$ cat config.mk
export PLATFORM = sky130hd
export DESIGN_NAME = ltps_ctrl
export DESIGN_NICKNAME = d
export VERILOG_FILES = /design/src/design/ltps_pkg.sv /design/src/design/ltps_ctrl.sv
export SDC_FILE = /design/constraint.sdc
export NUM_CORES = 1
export LEC_CHECK = 0
export ABC_CLOCK_PERIOD_IN_PS = 1450
export BUFFER_PORTS_ARGS = -buffer_cell sky130_fd_sc_hd__buf_2
export CAP_MARGIN = 0
export CELL_PAD_IN_SITES_DETAIL_PLACEMENT = 1
export CELL_PAD_IN_SITES_GLOBAL_PLACEMENT = 2
export CORE_MARGIN = 2
export CORE_UTILIZATION = 19
export DETAILED_ROUTE_END_ITERATION = 6
export GPL_ROUTABILITY_DRIVEN = 0
export PLACE_DENSITY_LB_ADDON = 0.1
export SYNTH_ARGS = -nofsm -noshare
export SYNTH_HDL_FRONTEND = slang
export SYNTH_SLANG_ARGS = --single-unit
$ cat constraint.sdc
create_clock -name clk -period 1.45 [get_ports clk]
set_input_delay 0.145 -clock clk [delete_from_list [all_inputs] [get_ports clk]]
set_output_delay 0.145 -clock clk [all_outputs]
set_load 0.01 [all_outputs]
$ cat src/design/ltps_pkg.sv
// Package for the line table predecessor search block.
// Holds field widths, command codes and the controller/datapath interface structs.
// No dependencies.
package ltps_pkg;

	localparam int TABLE_DEPTH_DEF = 1024;
	localparam int CNT_W  = 11;
	localparam int SLOT_W = 10;
	localparam int POS_W  = 64;
	localparam int LINE_W = 32;
	// Search indexes: lo + hi must fit, and both stay at or below the saturated count.
	localparam int IDX_W  = CNT_W + 1;
	localparam int TDATA_IN_W  = 176;
	localparam int TDATA_OUT_W = 32;

	localparam logic CMD_WRITE = 1'b0;
	localparam logic CMD_QUERY = 1'b1;

	localparam logic [LINE_W-1:0] LINE_NONE = '1;

	// Commands from the controller to the datapath.
	typedef struct packed {
		logic write;    // store the incoming entry
		logic start;    // latch the query and initialize the search window
		logic set_zero; // empty table, answer zero
		logic set_none; // search window exhausted, answer all ones
		logic probe;    // issue the table reads at the window midpoint
		logic compare;  // evaluate the read data and narrow the window
		logic load_out; // move the result into the output register
	} ltps_cmd_t;

	// Status from the datapath to the controller.
	typedef struct packed {
		logic n_zero;
		logic exhausted;
		logic cmp_done;
		logic out_free;
	} ltps_status_t;

endpackage

$ cat src/design/ltps_ctrl.sv
// Controller state machine of the line table predecessor search.
// Sequences writes, search probes and result hand-off; depends on ltps_pkg.
module ltps_ctrl (
	input  logic                  clk,
	input  logic                  arst_n,
	input  logic                  s_tvalid,
	input  logic                  s_command,
	output logic                  s_tready,
	input  ltps_pkg::ltps_status_t status,
	output ltps_pkg::ltps_cmd_t    cmd
);
	import ltps_pkg::*;

	typedef enum logic [3:0] {
		S_IDLE  = 4'b0001,
		S_PROBE = 4'b0010,
		S_CMP   = 4'b0100,
		S_DONE  = 4'b1000
	} state_t;

	state_t state_q, state_d;
	logic   accept;

	assign s_tready = (state_q == S_IDLE);
	assign accept   = s_tvalid && s_tready;

	always_comb begin
		state_d = state_q;
		cmd     = '0;
		case (state_q)
			S_IDLE: begin
				if (accept && (s_command == CMD_WRITE)) begin
					cmd.write = 1'b1;
				end
				if (accept && (s_command == CMD_QUERY)) begin
					cmd.start = 1'b1;
					state_d   = S_PROBE;
				end
			end
			S_PROBE: begin
				if (status.n_zero) begin
					cmd.set_zero = 1'b1;
					state_d      = S_DONE;
				end else if (status.exhausted) begin
					cmd.set_none = 1'b1;
					state_d      = S_DONE;
				end else begin
					cmd.probe = 1'b1;
					state_d   = S_CMP;
				end
			end
			S_CMP: begin
				cmd.compare = 1'b1;
				state_d     = status.cmp_done ? S_DONE : S_PROBE;
			end
			S_DONE: begin
				if (status.out_free) begin
					cmd.load_out = 1'b1;
					state_d      = S_IDLE;
				end
			end
			default: begin
				state_d = S_IDLE;
			end
		endcase
	end

	always_ff @(posedge clk or negedge arst_n) begin
		if (!arst_n) begin
			state_q <= S_IDLE;
		end else begin
			state_q <= state_d;
		end
	end

endmodule

======== Yosys cells after proc, flatten, opt, wreduce, memory -nomap -nowiden ========
Cells that the tools add are included.
storage, ports and cells
  flip-flop bits (word level) ............. 4
  latch bits .............................. 0
  RAM bits ................................ 0
  bits in read-only memories .............. 0
  input bits .............................. 8
  output and inout port bits .............. 8
  logic and storage cells ................. 29
  memories kept ........................... 0
cells by class
  add/subtract/negate cells ............... 0
  multipliers ............................. 0
  div/mod/pow operators ................... 0
  order comparisons ....................... 0
  equal/unequal tests ..................... 6
  shift operators ......................... 0
  muxes and demuxes ....................... 17
  bitwise gates (word level) .............. 1
  reductions and logical operators ........ 4
operators by type and width
  kind                  count
  $mux W4               5
  $pmux W4 S4           1
  $mux W1               8
  $eq A4 B1 Y1 const B  1
  $eq A4 B2 Y1 const B  1
  $eq A4 B3 Y1 const B  1
  $eq A4 B4 Y1 const B  1
  $mux W2               2
  $logic_and A1 B1 Y1   3
  $mux W3               1
  $ne A2 B1 Y1 const B  1
  $ne A2 B2 Y1 const B  1
  $reduce_and A2 Y1     1
  $not A1 Y1            1

======== Depth between registers and ports, before layout ========
  depth in word-level cells ............... 5
  mapped depth ............................ 3
  mapped depth without buffers ............ 3

======== Least setup slack after synthesis ========
No wires, ideal clock.
  kind .................................... register to output
  start ................................... reg state_q[3]
  end ..................................... out cmd[2] (netlist bit)
  data arrival time ....................... 1.230 ns
  required time ........................... 1.305 ns
  slack ................................... 0.075 ns
  stages on the path, launching flop included .. 3
  buffers on the path ..................... 0
  cells stage by stage .................... dfrtp_1 > or4b_4 > nor3_1
RTL lines
  element                 line             text
  from (decl)             ltps_ctrl.sv:21  state_t state_q, state_d;
  from (signal assigned)  ltps_ctrl.sv:72  state_q <= state_d;
  to (decl)               ltps_ctrl.sv:10  output ltps_pkg::ltps_cmd_t cmd

==> qor.txt <==
Commonest cells post-synth - 4 x nor2_1, 3 x dfrtp_1, 3 x inv_1, 2 x nand2_1, 2 x nor3_1
Core Rows - 13
Worst-Margin Slew - 0.2722 ns
Worst Skew - 0.009190 ns
Die area - 1645 um2
Fin crit period - 1.629 ns
Prevailing post-synth register cell - dfrtp_1
Max_slew headroom - 81.78%
# diodes - 0
Synth cell types - 19
Worst Hold Class - primary input to register
Yosys warnings - 0
Clock buffer depth - 2
Avg Inst Size Synth - 9.071 um2
Area Overhead vs Synth - 99.01%
Critical path startpoint - state_q[3]
Post-synth EDFFs - 0
Setup violators final - 6
DR pass1 iterations - 1
Mapped Cells - 28
Required @ worst endpoint - 1.31 ns
Period utilization - 112.3%
Worst hold start - status[1]
DRT antenna net count - 0
WL final - 792 um
Post-route cell area - 505.5 um2
Slew Limit Fails - 0
Leakage power - 0.0002691 uW
Synth area leaders - dfrtp_1 30%, dfstp_2 10%, nor2_1 5.9%
Die X-Extent - 40.56 um
Core Box Area - 1269 um2
Mapped cell area - 254.0 um2
Crit Path Category - register to output pin
Crit-path cells - or4b_4, nor3b_2, buf_2
CTS sink count - 4
Reg clk slew, reported paths - 0.04 ns
First-pass GRT wire length - 1255 um
H-Tree Level Count - 1
Cell taking the most area after synthesis - dfrtp_1
Die H - 40.56 um
Max-Cap Viols - 0
Final WS setup - -0.1790 ns
Post-Syn Nets - 36
Vias in the first global route - 306
Slowest stage cell, crit path - or4b_4
Final hold violation count - 0
Vias - 312
Avg WL per Cell - 11.00 um
Non-Filler Instances - 72
Fill cells - 156
Yosys reg bits - 4
Net count reported at finish - 66
Share of layout cells above drive strength 1 - 68.42%
Status - finished with violations
CTS tree - built
Peak per-stage delay on the critical path - 0.57 ns
Yosys top cell area share - 29.56%
R2R setup slack - -0.05 ns
Initial core utilization - 20.02%
I/O Buffers - 15
Drt drc - 0
Largest Register - state_q
GRT overflow - 0
Initial antenna violation count - 0
Ys async rst share - 100.0%
Crit path DAT - 1.48 ns
PwrDens - 719.5 nW/um2
# IOs - 16
All-Layer GR Usage - 11.53%
Critical path capture point type - output pin
Fin util - 39.84%
Most numerous cell in the Yosys netlist - nor2_1
Dpl cells - 60
Largest net degree at the start of global routing - 6
Failing checks - setup timing
Regs by FF count - state_q: 4 flops
RSZ-0062 raised after global routing - true
Sequential share of the synthesized area - 39.90%
Dpl cell area - 362.8 um2
Clock latency on the worst-skew pair - 0.23 ns
CTS Root Cell - clkbuf_4
CTS buffer count - 3
Vias per cell - 4.333
Reg2reg start - state_q[3]
VDD IR-drop max - 0.5498 mV
DP HPWL - 582.4 um
Critical path peak fanout - 4
FMAX - 613.9 MHz
Largest register FFs - 4
Starting DRC count in detailed routing - 0
Critical Path Source Type - register
## kinds of logic (layout without fill, tap and decap cells)
kind of cell	count (synthesis)	after routing	synth area share (%)
AOI/OAI and AO/OA	6	6	15.27
buffers and inverters	3	32	4.433
DFF	4	4	39.90
and+or+nand+nor	15	15	40.39
## worst max-delay path, delay by kind of cell, from the launching register on
kind,cells,cell delay [ns]
flip-flops,1,0.37
buffers and inverters,1,0.14
AND/OR/NAND/NOR,2,0.73
## area by class of cell
type                       instances  area [um2]  share of cell area, %
inverter                           3       11.26                  2.228
timing repair buffer              25       162.7                  32.18
clock buffer                       4       26.28                  5.198
multi-input combinational         21       185.2                  36.63
tap                               15       18.77                  3.713
sequential                         4       101.3                  20.05
## through the flow
stage / setup TNS [ns] / hold slack [ns] / worst slack [ns] / total power [uW]
floorplan: 0 / -0.1506 / 0.07473 / 159.8
CTS: -0.8223 / 0.1162 / -0.2135 / 355.8
global route: -1.206 / 0.1275 / -0.2546 / 389.2
detailed placement: 0 / -0.04854 / 0.03475 / 192.9
global placement: 0 / -0.04968 / 0.05789 / 191.5
finish: -0.6451 / 0.1148 / -0.1790 / 363.7
## worst paths after layout
path / to / cells past startpoint
worst max-delay path: cmd[3] / 3
worst min-delay path: state_q[1] / 2
worst max register to register: state_q[3] / 5
worst min register to register: state_q[0] / 1
max in group asynchronous: state_q[0] / 2
min in group asynchronous: state_q[2] / 2
## placed cells by master (no fill, tap or decap), drive strengths merged, types with 2 or more instances in the layout
| master | n |
|---|---|
| buf | 24 |
| nor2 | 4 |
| clkbuf | 4 |
| dfrtp | 3 |
| inv | 3 |
| nor3 | 2 |
| nand2 | 2 |
| nor3b | 2 |
| o21ai | 2 |
## timing repair
item                                   4_1_cts  5_1_grt
setup buffers                                4        3
pin swaps                                    2        1
hold buffers                                 1        0
setup endpoints to repair                    5        8
endpoints found under the hold margin        4        0
gates resized for setup                      2       10
## report_power, final
group | switching, uW | internal (uW)
logic | 40.9 | 45.8
clock network | 44.6 | 103
registers | 8.49 | 121
## per-layer routing
layer | global-route usage (%) | routed length [um]
met2 | 22.22 | 461
met5 | 0 | 0
met1 | 13.00 | 310
met3 | 1.667 | 20
met4 | 2.500 | 0
No activity file was read; power rests on OpenSTA's default activity.
